[src/rtl/cps_pkg.sv]
// Shared types and constants for the CPU process scheduler.
// No dependencies; imported by the scheduler top level.
`timescale 1ns / 1ps

package cps_pkg;

    localparam int PROC_MAX_DEF  = 16;
    localparam int TIME_BITS_DEF = 16;
    localparam int PID_BITS      = 4;
    localparam int PID_SLOTS     = 16;
    localparam int BURST_BITS    = 16;
    localparam int WAIT_BITS     = 16;
    localparam int SLICE_BITS    = 8;

    localparam logic [1:0] MODE_FCFS = 2'd0;
    localparam logic [1:0] MODE_RR   = 2'd1;
    localparam logic [1:0] MODE_SJF  = 2'd2;

    localparam logic OP_ARRIVE = 1'b0;
    localparam logic OP_TICK   = 1'b1;

    localparam logic REG_POLICY = 1'b0;
    localparam logic REG_SLICE  = 1'b1;

    typedef enum logic [1:0] {
        EV_ARRIVED  = 2'd0,
        EV_SELECTED = 2'd1,
        EV_FINISHED = 2'd2,
        EV_IDLE     = 2'd3
    } t_ev_kind;

    typedef struct packed {
        t_ev_kind                kind;
        logic [15:0]             etime;
        logic [PID_BITS-1:0]     pid;
        logic [BURST_BITS-1:0]   rem;
        logic [WAIT_BITS-1:0]    wt;
    } t_event;

endpackage

[src/rtl/cps_ram.sv]
// Generic single-clock RAM: one write port, one read port, registered read.
// No dependencies.
`timescale 1ns / 1ps

module cps_ram #(
    parameter int WIDTH = 8,
    parameter int DEPTH = 16,
    localparam int AW = (DEPTH > 1) ? $clog2(DEPTH) : 1
) (
    input  logic             i_clk,
    input  logic             i_we,
    input  logic [AW-1:0]    i_waddr,
    input  logic [WIDTH-1:0] i_wdata,
    input  logic [AW-1:0]    i_raddr,
    output logic [WIDTH-1:0] o_rdata
);

    logic [WIDTH-1:0] r_mem [DEPTH];
    logic [WIDTH-1:0] r_rdata;

    always_ff @(posedge i_clk) begin
        if (i_we) begin
            r_mem[i_waddr] <= i_wdata;
        end
        r_rdata <= r_mem[i_raddr];
    end

    assign o_rdata = r_rdata;

endmodule

[src/rtl/cpu_process_scheduler_unit.sv]
// CPU process scheduler top level: sequencer, per-process state RAM and ready queue RAM.
// Depends on cps_pkg and cps_ram.
// An arrival is put at the queue tail or, when the queue is kept sorted (SJF), after a scan for
// its place and a shift of the later entries, one entry per step through the queue RAM. A
// preemption puts the preempted process back into the sorted queue the same way. One request
// is worked on at a time (busy high).
// Each result is strobed for one cycle, in the cycle after the next result of its request is made or
// after the request's last cycle; the receiver cannot stall.
// Synchronous active-low reset empties the queue and clears time, slice and running state.
`timescale 1ns / 1ps

module cpu_process_scheduler_unit
    import cps_pkg::*;
#(
    parameter int PROC_MAX  = PROC_MAX_DEF,
    parameter int TIME_BITS = TIME_BITS_DEF
) (
    input  logic                  i_clk,
    input  logic                  i_rst_n,
    input  logic                  psel,
    input  logic                  penable,
    input  logic                  pwrite,
    input  logic [2:0]            paddr,
    input  logic [31:0]           pwdata,
    output logic [31:0]           prdata,
    output logic                  pready,
    input  logic                  start,
    output logic                  busy,
    input  logic                  i_op,
    input  logic [PID_BITS-1:0]   i_pid,
    input  logic [BURST_BITS-1:0] i_burst_length,
    output logic                  o_event_valid,
    output logic [1:0]            o_event_kind,
    output logic [15:0]           o_event_time,
    output logic [PID_BITS-1:0]   o_event_pid,
    output logic [BURST_BITS-1:0] o_remaining_burst,
    output logic [WAIT_BITS-1:0]  o_total_wait,
    output logic                  o_last_of_run
);

    localparam int TB  = TIME_BITS;
    localparam int QAW = $clog2(PROC_MAX);
    localparam int CW  = $clog2(PROC_MAX + 1);
    localparam int SW  = ((TB > WAIT_BITS) ? TB : WAIT_BITS) + 1;
    localparam int PW  = BURST_BITS + WAIT_BITS + TB;
    localparam int NS  = 33;

    typedef struct packed {
        logic [BURST_BITS-1:0] burst;
        logic [WAIT_BITS-1:0]  wt;
        logic [TB-1:0]         lrt;
    } t_pent;

    typedef enum logic [NS-1:0] {
        S_IDLE     = NS'(1) << 0,
        S_AR_WR    = NS'(1) << 1,
        S_AR_EMIT  = NS'(1) << 2,
        S_T1_CHK   = NS'(1) << 3,
        S_T1_SEL   = NS'(1) << 4,
        S_T2_CHK   = NS'(1) << 5,
        S_T2_CMP1  = NS'(1) << 6,
        S_T2_CMP2  = NS'(1) << 7,
        S_T2_LRD   = NS'(1) << 8,
        S_T2_LWR   = NS'(1) << 9,
        S_T2_SEL   = NS'(1) << 10,
        S_T3_RD    = NS'(1) << 11,
        S_T3_CHK   = NS'(1) << 12,
        S_T3_SEL   = NS'(1) << 13,
        S_T4_CHK   = NS'(1) << 14,
        S_T4_LRD   = NS'(1) << 15,
        S_T4_LWR   = NS'(1) << 16,
        S_T4_PUSH  = NS'(1) << 17,
        S_T4_SEL   = NS'(1) << 18,
        S_T5_RD    = NS'(1) << 19,
        S_T5_DEC   = NS'(1) << 20,
        S_T5_END   = NS'(1) << 21,
        S_FIN      = NS'(1) << 22,
        S_PO_RD    = NS'(1) << 23,
        S_PO_GET   = NS'(1) << 24,
        S_SE_RD    = NS'(1) << 25,
        S_SE_UPD   = NS'(1) << 26,
        S_PU_START = NS'(1) << 27,
        S_PU_SC_Q  = NS'(1) << 28,
        S_PU_SC_P  = NS'(1) << 29,
        S_PU_SC_C  = NS'(1) << 30,
        S_PU_SH    = NS'(1) << 31,
        S_PU_SH_W  = NS'(1) << 32
    } t_state;

    // Configuration registers
    logic [1:0]            r_mode;
    logic [SLICE_BITS-1:0] r_slice_cfg;

    // Scheduler state and sequencer registers
    t_state                r_state, n_state;
    t_state                r_ret, n_ret;
    logic [QAW-1:0]        r_head, n_head;
    logic [CW-1:0]         r_count, n_count;
    logic [PID_BITS-1:0]   r_run, n_run;
    logic                  r_run_v, n_run_v;
    logic [TB-1:0]         r_time, n_time;
    logic [SLICE_BITS-1:0] r_slice, n_slice;
    logic                  r_fin, n_fin;
    logic [PID_BITS-1:0]   r_pid_in, n_pid_in;
    logic [BURST_BITS-1:0] r_burst_in, n_burst_in;
    logic [BURST_BITS-1:0] r_key, n_key;
    logic [PID_BITS-1:0]   r_push_pid, n_push_pid;
    logic                  r_sorted, n_sorted;
    logic [PID_BITS-1:0]   r_sel, n_sel;
    logic [PID_BITS-1:0]   r_next, n_next;
    logic [PID_BITS-1:0]   r_prev, n_prev;
    logic [CW-1:0]         r_i, n_i;
    logic [CW-1:0]         r_pos, n_pos;
    logic [CW-1:0]         r_j, n_j;

    // Result staging
    t_event                r_pend;
    logic                  r_pend_v;
    t_event                r_out;
    logic                  r_out_v;
    logic                  r_out_last;

    // Memory ports
    logic                  p_we;
    logic [PID_BITS-1:0]   p_waddr, p_raddr;
    t_pent                 p_wdata, p_rdata;
    logic [PW-1:0]         p_rdata_raw;
    logic                  q_we;
    logic [QAW-1:0]        q_waddr, q_raddr;
    logic [PID_BITS-1:0]   q_wdata, q_rdata;

    logic                  emit;
    t_event                ev;
    logic [TB+15:0]        time_ext;
    logic [15:0]           t16;
    logic [TB-1:0]         wdiff;
    logic [SW-1:0]         wsum;
    logic [WAIT_BITS-1:0]  wsat;
    logic [SLICE_BITS-1:0] quantum;
    logic                  is_rr, is_sjf, cfg_wr;

    function automatic logic [QAW-1:0] f_phys(input logic [QAW-1:0] head,
                                              input logic [CW-1:0] off);
        logic [CW:0] s;
        s = (CW+1)'(head) + (CW+1)'(off);
        if (s >= (CW+1)'(PROC_MAX)) begin
            s = s - (CW+1)'(PROC_MAX);
        end
        return s[QAW-1:0];
    endfunction

    cps_ram #(.WIDTH(PW), .DEPTH(PID_SLOTS)) u_pmem (
        .i_clk   (i_clk),
        .i_we    (p_we),
        .i_waddr (p_waddr),
        .i_wdata (p_wdata),
        .i_raddr (p_raddr),
        .o_rdata (p_rdata_raw)
    );
    assign p_rdata = p_rdata_raw;

    cps_ram #(.WIDTH(PID_BITS), .DEPTH(PROC_MAX)) u_qmem (
        .i_clk   (i_clk),
        .i_we    (q_we),
        .i_waddr (q_waddr),
        .i_wdata (q_wdata),
        .i_raddr (q_raddr),
        .o_rdata (q_rdata)
    );

    assign is_rr   = (r_mode == MODE_RR);
    assign is_sjf  = (r_mode == MODE_SJF);
    assign quantum = (r_slice_cfg == '0) ? SLICE_BITS'(1) : r_slice_cfg;
    assign time_ext = {16'b0, r_time};
    assign t16      = time_ext[15:0];
    assign wdiff    = r_time - p_rdata.lrt;
    assign wsum     = SW'(p_rdata.wt) + SW'(wdiff);
    assign wsat     = (wsum > SW'({WAIT_BITS{1'b1}})) ? {WAIT_BITS{1'b1}} : wsum[WAIT_BITS-1:0];
    assign busy     = (r_state != S_IDLE);

    always_comb begin
        n_state    = r_state;
        n_ret      = r_ret;
        n_head     = r_head;
        n_count    = r_count;
        n_run      = r_run;
        n_run_v    = r_run_v;
        n_time     = r_time;
        n_slice    = r_slice;
        n_fin      = r_fin;
        n_pid_in   = r_pid_in;
        n_burst_in = r_burst_in;
        n_key      = r_key;
        n_push_pid = r_push_pid;
        n_sorted   = r_sorted;
        n_sel      = r_sel;
        n_next     = r_next;
        n_prev     = r_prev;
        n_i        = r_i;
        n_pos      = r_pos;
        n_j        = r_j;
        p_we       = 1'b0;
        p_waddr    = '0;
        p_wdata    = '0;
        p_raddr    = '0;
        q_we       = 1'b0;
        q_waddr    = '0;
        q_wdata    = '0;
        q_raddr    = '0;
        emit       = 1'b0;
        ev         = '0;

        case (r_state)
            S_IDLE: begin
                if (start) begin
                    n_pid_in   = i_pid;
                    n_burst_in = i_burst_length;
                    n_fin      = 1'b0;
                    n_state    = (i_op == OP_ARRIVE) ? S_AR_WR : S_T1_CHK;
                end
            end
            S_AR_WR: begin
                if (r_count >= CW'(PROC_MAX)) begin
                    n_state = S_FIN;
                end else begin
                    p_we       = 1'b1;
                    p_waddr    = r_pid_in;
                    p_wdata    = '{burst: r_burst_in, wt: '0, lrt: r_time};
                    n_key      = r_burst_in;
                    n_push_pid = r_pid_in;
                    n_sorted   = is_sjf;
                    n_ret      = S_AR_EMIT;
                    n_state    = S_PU_START;
                end
            end
            S_AR_EMIT: begin
                emit    = 1'b1;
                ev      = '{kind: EV_ARRIVED, etime: t16, pid: r_pid_in, rem: r_burst_in,
                            wt: '0};
                n_state = S_FIN;
            end
            S_T1_CHK: begin
                if (!r_run_v && r_count != '0) begin
                    n_ret   = S_T1_SEL;
                    n_state = S_PO_RD;
                end else begin
                    n_state = S_T2_CHK;
                end
            end
            S_T1_SEL: begin
                n_sel   = r_next;
                n_ret   = S_T2_CHK;
                n_state = S_SE_RD;
            end
            S_T2_CHK: begin
                if (is_sjf && r_run_v && r_count != '0) begin
                    q_raddr = r_head;
                    p_raddr = r_run;
                    n_state = S_T2_CMP1;
                end else begin
                    n_state = S_T3_RD;
                end
            end
            S_T2_CMP1: begin
                n_key   = p_rdata.burst;
                p_raddr = q_rdata;
                n_state = S_T2_CMP2;
            end
            S_T2_CMP2: begin
                // Preempt only when the running burst is strictly longer than the queue head.
                if (r_key > p_rdata.burst) begin
                    n_prev  = r_run;
                    n_ret   = S_T2_LRD;
                    n_state = S_PO_RD;
                end else begin
                    n_state = S_T3_RD;
                end
            end
            S_T2_LRD: begin
                p_raddr = r_prev;
                n_state = S_T2_LWR;
            end
            S_T2_LWR: begin
                p_we       = 1'b1;
                p_waddr    = r_prev;
                p_wdata    = '{burst: p_rdata.burst, wt: p_rdata.wt, lrt: r_time};
                n_key      = p_rdata.burst;
                n_push_pid = r_prev;
                n_sorted   = 1'b1;
                n_ret      = S_T2_SEL;
                n_state    = S_PU_START;
            end
            S_T2_SEL: begin
                n_sel   = r_next;
                n_ret   = S_T3_RD;
                n_state = S_SE_RD;
            end
            S_T3_RD: begin
                if (r_run_v) begin
                    p_raddr = r_run;
                    n_state = S_T3_CHK;
                end else begin
                    n_state = S_T4_CHK;
                end
            end
            S_T3_CHK: begin
                n_state = S_T4_CHK;
                if (p_rdata.burst == '0) begin
                    emit    = 1'b1;
                    ev      = '{kind: EV_FINISHED, etime: t16, pid: r_run, rem: '0,
                                wt: p_rdata.wt};
                    n_run_v = 1'b0;
                    if (is_rr) begin
                        n_slice = '0;
                        n_fin   = 1'b1;
                    end
                    if (r_count != '0) begin
                        n_ret   = S_T3_SEL;
                        n_state = S_PO_RD;
                    end
                end
            end
            S_T3_SEL: begin
                n_sel   = r_next;
                n_ret   = S_T4_CHK;
                n_state = S_SE_RD;
            end
            S_T4_CHK: begin
                n_state = S_T5_RD;
                if (is_rr && !r_fin && r_slice >= quantum) begin
                    n_slice = '0;
                    if (r_run_v) begin
                        n_prev  = r_run;
                        n_state = S_T4_LRD;
                    end
                end
            end
            S_T4_LRD: begin
                p_raddr = r_prev;
                n_state = S_T4_LWR;
            end
            S_T4_LWR: begin
                p_we    = 1'b1;
                p_waddr = r_prev;
                p_wdata = '{burst: p_rdata.burst, wt: p_rdata.wt, lrt: r_time};
                n_key   = p_rdata.burst;
                if (r_count != '0) begin
                    n_ret   = S_T4_PUSH;
                    n_state = S_PO_RD;
                end else begin
                    // Quantum expired with nobody waiting: the same process is selected again.
                    n_sel   = r_prev;
                    n_ret   = S_T5_RD;
                    n_state = S_SE_RD;
                end
            end
            S_T4_PUSH: begin
                n_push_pid = r_prev;
                n_sorted   = 1'b0;
                n_ret      = S_T4_SEL;
                n_state    = S_PU_START;
            end
            S_T4_SEL: begin
                n_sel   = r_next;
                n_ret   = S_T5_RD;
                n_state = S_SE_RD;
            end
            S_T5_RD: begin
                if (r_run_v) begin
                    p_raddr = r_run;
                    n_state = S_T5_DEC;
                end else begin
                    emit    = 1'b1;
                    ev      = '{kind: EV_IDLE, etime: t16, pid: '0, rem: '0, wt: '0};
                    n_state = S_T5_END;
                end
            end
            S_T5_DEC: begin
                if (p_rdata.burst != '0) begin
                    p_we    = 1'b1;
                    p_waddr = r_run;
                    p_wdata = '{burst: p_rdata.burst - BURST_BITS'(1), wt: p_rdata.wt,
                                lrt: p_rdata.lrt};
                end
                n_state = S_T5_END;
            end
            S_T5_END: begin
                if (r_slice != {SLICE_BITS{1'b1}}) begin
                    n_slice = r_slice + SLICE_BITS'(1);
                end
                n_time  = r_time + TB'(1);
                n_state = S_FIN;
            end
            S_FIN: begin
                n_state = S_IDLE;
            end
            S_PO_RD: begin
                q_raddr = r_head;
                n_state = S_PO_GET;
            end
            S_PO_GET: begin
                n_next  = q_rdata;
                n_head  = (r_head == QAW'(PROC_MAX - 1)) ? '0 : r_head + QAW'(1);
                n_count = r_count - CW'(1);
                n_state = r_ret;
            end
            S_SE_RD: begin
                p_raddr = r_sel;
                n_state = S_SE_UPD;
            end
            S_SE_UPD: begin
                p_we    = 1'b1;
                p_waddr = r_sel;
                p_wdata = '{burst: p_rdata.burst, wt: wsat, lrt: p_rdata.lrt};
                emit    = 1'b1;
                ev      = '{kind: EV_SELECTED, etime: t16, pid: r_sel, rem: p_rdata.burst,
                            wt: '0};
                n_run   = r_sel;
                n_run_v = 1'b1;
                n_slice = '0;
                n_state = r_ret;
            end
            S_PU_START: begin
                if (r_count >= CW'(PROC_MAX)) begin
                    n_state = r_ret;
                end else if (r_sorted) begin
                    n_i     = '0;
                    n_state = S_PU_SC_Q;
                end else begin
                    n_pos   = r_count;
                    n_j     = r_count;
                    n_state = S_PU_SH;
                end
            end
            S_PU_SC_Q: begin
                if (r_i == r_count) begin
                    n_pos   = r_count;
                    n_j     = r_count;
                    n_state = S_PU_SH;
                end else begin
                    q_raddr = f_phys(r_head, r_i);
                    n_state = S_PU_SC_P;
                end
            end
            S_PU_SC_P: begin
                p_raddr = q_rdata;
                n_state = S_PU_SC_C;
            end
            S_PU_SC_C: begin
                // The new entry goes after every entry with an equal burst.
                if (p_rdata.burst > r_key) begin
                    n_pos   = r_i;
                    n_j     = r_count;
                    n_state = S_PU_SH;
                end else begin
                    n_i     = r_i + CW'(1);
                    n_state = S_PU_SC_Q;
                end
            end
            S_PU_SH: begin
                if (r_j == r_pos) begin
                    q_we    = 1'b1;
                    q_waddr = f_phys(r_head, r_pos);
                    q_wdata = r_push_pid;
                    n_count = r_count + CW'(1);
                    n_state = r_ret;
                end else begin
                    q_raddr = f_phys(r_head, r_j - CW'(1));
                    n_state = S_PU_SH_W;
                end
            end
            S_PU_SH_W: begin
                q_we    = 1'b1;
                q_waddr = f_phys(r_head, r_j);
                q_wdata = q_rdata;
                n_j     = r_j - CW'(1);
                n_state = S_PU_SH;
            end
            default: begin
                n_state = S_IDLE;
            end
        endcase
    end

    always_ff @(posedge i_clk) begin
        if (!i_rst_n) begin
            r_state <= S_IDLE;
            r_ret   <= S_IDLE;
            r_head  <= '0;
            r_count <= '0;
            r_run   <= '0;
            r_run_v <= 1'b0;
            r_time  <= '0;
            r_slice <= '0;
            r_fin   <= 1'b0;
        end else begin
            r_state <= n_state;
            r_ret   <= n_ret;
            r_head  <= n_head;
            r_count <= n_count;
            r_run   <= n_run;
            r_run_v <= n_run_v;
            r_time  <= n_time;
            r_slice <= n_slice;
            r_fin   <= n_fin;
        end
    end

    always_ff @(posedge i_clk) begin
        r_pid_in   <= n_pid_in;
        r_burst_in <= n_burst_in;
        r_key      <= n_key;
        r_push_pid <= n_push_pid;
        r_sorted   <= n_sorted;
        r_sel      <= n_sel;
        r_next     <= n_next;
        r_prev     <= n_prev;
        r_i        <= n_i;
        r_pos      <= n_pos;
        r_j        <= n_j;
    end

    // Each result is held back by one so that the final one of a request can be marked.
    always_ff @(posedge i_clk) begin
        if (!i_rst_n) begin
            r_pend_v <= 1'b0;
            r_out_v  <= 1'b0;
        end else if (emit) begin
            r_out_v  <= r_pend_v;
            r_pend_v <= 1'b1;
        end else if (r_state == S_FIN && r_pend_v) begin
            r_out_v  <= 1'b1;
            r_pend_v <= 1'b0;
        end else begin
            r_out_v  <= 1'b0;
        end
    end

    always_ff @(posedge i_clk) begin
        if (emit) begin
            r_out      <= r_pend;
            r_out_last <= 1'b0;
            r_pend     <= ev;
        end else if (r_state == S_FIN) begin
            r_out      <= r_pend;
            r_out_last <= 1'b1;
        end
    end

    assign cfg_wr = psel && penable && pwrite;

    always_ff @(posedge i_clk) begin
        if (!i_rst_n) begin
            r_mode      <= MODE_FCFS;
            r_slice_cfg <= SLICE_BITS'(1);
        end else if (cfg_wr) begin
            if (paddr[2] == REG_POLICY) begin
                r_mode <= pwdata[1:0];
            end else begin
                r_slice_cfg <= pwdata[SLICE_BITS-1:0];
            end
        end
    end

    assign pready = 1'b1;
    assign prdata = (paddr[2] == REG_SLICE) ? {24'b0, r_slice_cfg} : {30'b0, r_mode};

    assign o_event_valid     = r_out_v;
    assign o_event_kind      = r_out.kind;
    assign o_event_time      = r_out.etime;
    assign o_event_pid       = r_out.pid;
    assign o_remaining_burst = r_out.rem;
    assign o_total_wait      = r_out.wt;
    assign o_last_of_run     = r_out_last;

    a_out_in_request: assert property (@(posedge i_clk) disable iff (!i_rst_n)
        o_event_valid |-> $past(busy))
        else $error("result strobe outside a request");

    a_count_range: assert property (@(posedge i_clk) disable iff (!i_rst_n)
        r_count <= CW'(PROC_MAX))
        else $error("ready count beyond queue depth");

    a_head_range: assert property (@(posedge i_clk) disable iff (!i_rst_n)
        r_head <= QAW'(PROC_MAX - 1))
        else $error("queue head out of range");

    a_accept_busy: assert property (@(posedge i_clk) disable iff (!i_rst_n)
        (start && !busy) |=> busy)
        else $error("accepted request did not raise busy");

    a_idle_flushed: assert property (@(posedge i_clk) disable iff (!i_rst_n)
        (r_state == S_IDLE) |-> !r_pend_v)
        else $error("result left pending after a request");

endmodule
[config.mk]
export PLATFORM = sky130hd
export DESIGN_NAME = cpu_process_scheduler_unit
export DESIGN_NICKNAME = d
export VERILOG_FILES = /design/src/rtl/cps_pkg.sv /design/src/rtl/cps_ram.sv /design/src/rtl/cpu_process_scheduler_unit.sv
export SDC_FILE = /design/constraint.sdc
export NUM_CORES = 2
export LEC_CHECK = 0
export BUFFER_PORTS_ARGS = -buffer_cell sky130_fd_sc_hd__buf_2
export CAP_MARGIN = 20
export CORE_MARGIN = 2
export CORE_UTILIZATION = 50
export CTS_CLUSTER_SIZE = 20
export DETAILED_ROUTE_END_ITERATION = 16
export GPL_TIMING_DRIVEN = 0
export PLACE_DENSITY = 0.78
export SLEW_MARGIN = 20
export SYNTH_ARGS = -nofsm -noshare
export SYNTH_HDL_FRONTEND = slang
export SYNTH_SLANG_ARGS = --single-unit
[constraint.sdc]
create_clock -name i_clk -period 9.4 [get_ports i_clk]
set_clock_uncertainty 0.2 [all_clocks]
set_input_delay 1.88 -clock i_clk [delete_from_list [all_inputs] [get_ports i_clk]]
set_output_delay 1.88 -clock i_clk [all_outputs]
set_load 0.005 [all_outputs]
==> run summary <==
Async set or reset register ratio after synthesis: 0%
Hold crit path type: flip-flop to flip-flop
Fin cells: 5108
Placed Cells incl. Taps: 4897
Grt met2 use: 41.7%
Clk slew on worst S/H paths: 0.06 ns
Gr busiest metal: met2
Worst hold margin: 0.219 ns
Final-stage net count: 3882
Vias/cell: 6.21
Fmax: 162 MHz
Synth area leader: edfxtp_1
Synth Flop Type: edfxtp_1
Placement Setup Slack: 3.51 ns
Reg area: 33300 µm²
Die area: 99400 µm²
# hold bufs at CTS: 0
Post-Synth Adder-Cell Area: 2.30%
Netlist cell types: 79
Starting Density: 50.3%
Synth Area in Compound Gates: 8.40%
Post-Route WL: 134 mm
Max IR drop VDD: 0.163 mV
Grt met3 use: 5.14%
Fillcell total: 7241
Worst path required time: 9.60 ns
Number of synthesized flops with an enable pin: 1008
Post-CTS Resized: 0
MaxCap Viol Count: 0
Largest family of logic cells by synthesized area: simple AND/OR/NAND/NOR gates
Initial detailed-routing violation count: 4327
Average size of a mapped cell: 14.0 µm²
Register bit count reported by yosys: 1157
Startpoint Class: flip-flop
Worst-Margin Slew: 1.12 ns
Cells after Synth: 3452
Xor/xnor share of the synthesized area: 1.23%
Final worst-path cycle share: 65.8%
Post-route ant nets: 0
PortBufs: 100
Simple-gate share of the synthesized area: 10.0%
CP Max Fanout: 16
Design Area, Final: 55500 µm²
Drt wl/cell: 26.3 µm
Rows: 114
RSZ-0062 raised after global routing: no
Total vias in the final route: 31700
Critical path type: flip-flop to flip-flop
Post-synth top area share: 62.5%
Fin. Hold Viols: 0
TritonCTS clock tree: built
Cell Area, Synth: 48400 µm²
Finished Core Util: 57.6%
Ports: 152
Met1 GRT Util: 36.1%
Top cells by area, synth: edfxtp_1, dfxtp_1, mux2i_1
CP Capture Type: flip-flop
Most common cell in the synthesized netlist: edfxtp_1
CP dominant cell by count: clkbuf_1
Gpl congestion: 0.970
CTS buffer count: 111
Post-CTS setup buffers: 0
Slew Limit Fails: 0
Register area share after synthesis: 68.6%
DP Area: 51700 µm²
Drt pass-1 iters: 8
Gr ovfl total: 0
Area added between synthesis and finish: 14.6%
Die Wd: 315 µm
H-tree depth: 3
Worst EP arrival: 6.38 ns
Residual DRC count: 0
CTS Sinks: 1157
Root buffer cell: clkbuf_16
ANT cells: 0
Global-route wire length before repair: 196 mm
Rel. slew slack: 25.2%
Synth warn: 0
Core area: 96300 µm²
Vias in the first global route: 30500
Synth top cells by count: edfxtp_1, nand2_1, mux2i_1
Status: finished clean
Tmin final: 6.18 ns
Layout cells sized above 1: 14.2%
Area of the multi-input gates: 14100 µm²
Worst-path cell chain: or4_1 > nor4_1 > nand4_1 > nor3b_1 > clkbuf_1 > clkbuf_1 > clkbuf_1 > o21ai_0 > nand2_1
Crit-path max cell delay: 0.78 ns
Clk_lat worst skew: 0.72 ns
GRT Util Overall: 26.6%
Pwr Density: 185 nW/µm²
Largest net degree at the start of global routing: 34
CTS Buffer Depth: 3
Setup slack after layout: 3.22 ns
Initial antenna violation count: 1
Die height: 315 µm
Final setup viols: 0
Lkg Pwr: 0.0205 µW
CP max-delay cell: nor3b_1
Mux cell area share after synthesis: 6.60%
DPL Wire Length: 93.8 mm
==> final timing paths <==
path                             startpoint                    to  slack (ns)  cells after the start
worst max-delay path            r_state[16]  u_pmem.r_mem[11][24]        3.22                      9
worst min-delay path             r_pend[23]  o_remaining_burst[7]        0.22                      0
worst min register to register   r_pend[23]  o_remaining_burst[7]        0.22                      0
worst max register to register  r_state[16]  u_pmem.r_mem[11][24]        3.22                      9
==> stage by stage <==
stage,setup TNS (ns),total power (µW)
final,0,10300
after global routing,0,10500
after CTS,0,10300
after detailed placement,0,5780
after global placement,-83.46,5780
after floorplan,0,5730
==> power by group <==
group	internal, µW	switching, µW	leakage (µW)
sequential	5530	19.3	0.0102
combinational	47.3	82.3	0.00842
clock	2630	1950	0.00187
total	8210	2050	0.0205
==> cell families after synthesis <==
group | Yosys count
adders and majority gates | 85
other | 2
xor gates and xnor gates | 68
buffers and inverters | 283
AOI/OAI and AO/OA | 552
and+or+nand+nor | 995
DFF | 1157
muxes | 310
==> layout by cell type (no fill, tap or decap), drive strengths merged, types with 78 or more instances in the layout <==
cell type	count
a221oi	104
a21oi	123
nand2	396
edfxtp	1008
inv	92
ha	78
or3	80
nor2	150
mux2i	234
buf	240
clkbuf	263
dfxtp	149
==> sequential cells by signal, summed over array words and instances, names as in the netlist, 5 cells and up <==
register / count
r_j: 5
o_event_time: 16
u_pmem.r_mem: 768
r_burst_in: 16
u_pmem.o_rdata: 48
r_slice_cfg: 8
r_ret: 12
r_slice: 8
r_state: 33
u_qmem.r_mem: 64
r_time: 16
o_remaining_burst: 16
r_pend: 54
r_i: 5
r_count: 5
r_pos: 5
r_key: 16
o_total_wait: 16
==> area by class of cell <==
| cell class | count | area share [%] |
|---|---|---|
| sequential | 1157 | 59.9 |
| inverter | 87 | 0.593 |
| clock buffer | 160 | 5.86 |
| multi-input combinational | 2035 | 25.4 |
| timing repair buffer | 147 | 2.57 |
| clock inverter | 50 | 0.954 |
| tap | 1276 | 2.88 |
| buffer | 196 | 1.83 |
==> layer usage <==
| layer | vias up | wire length (µm) |
|---|---|---|
| li1 | 13800 | - |
| met1 | 15600 | 52100 |
| met2 | 1937 | 61400 |
| met3 | 376 | 14500 |
| met4 | 0 | 6450 |
| met5 | - | 0 |
==> worst max-delay path, delay by kind of cell, from the launching register on <==
family	cells	cell delay, ns
simple gates	5	2.95
buf+inv	3	2.14
compound gates	1	0.22
flops	1	0.34
Power figures use the tool's default switching activity.
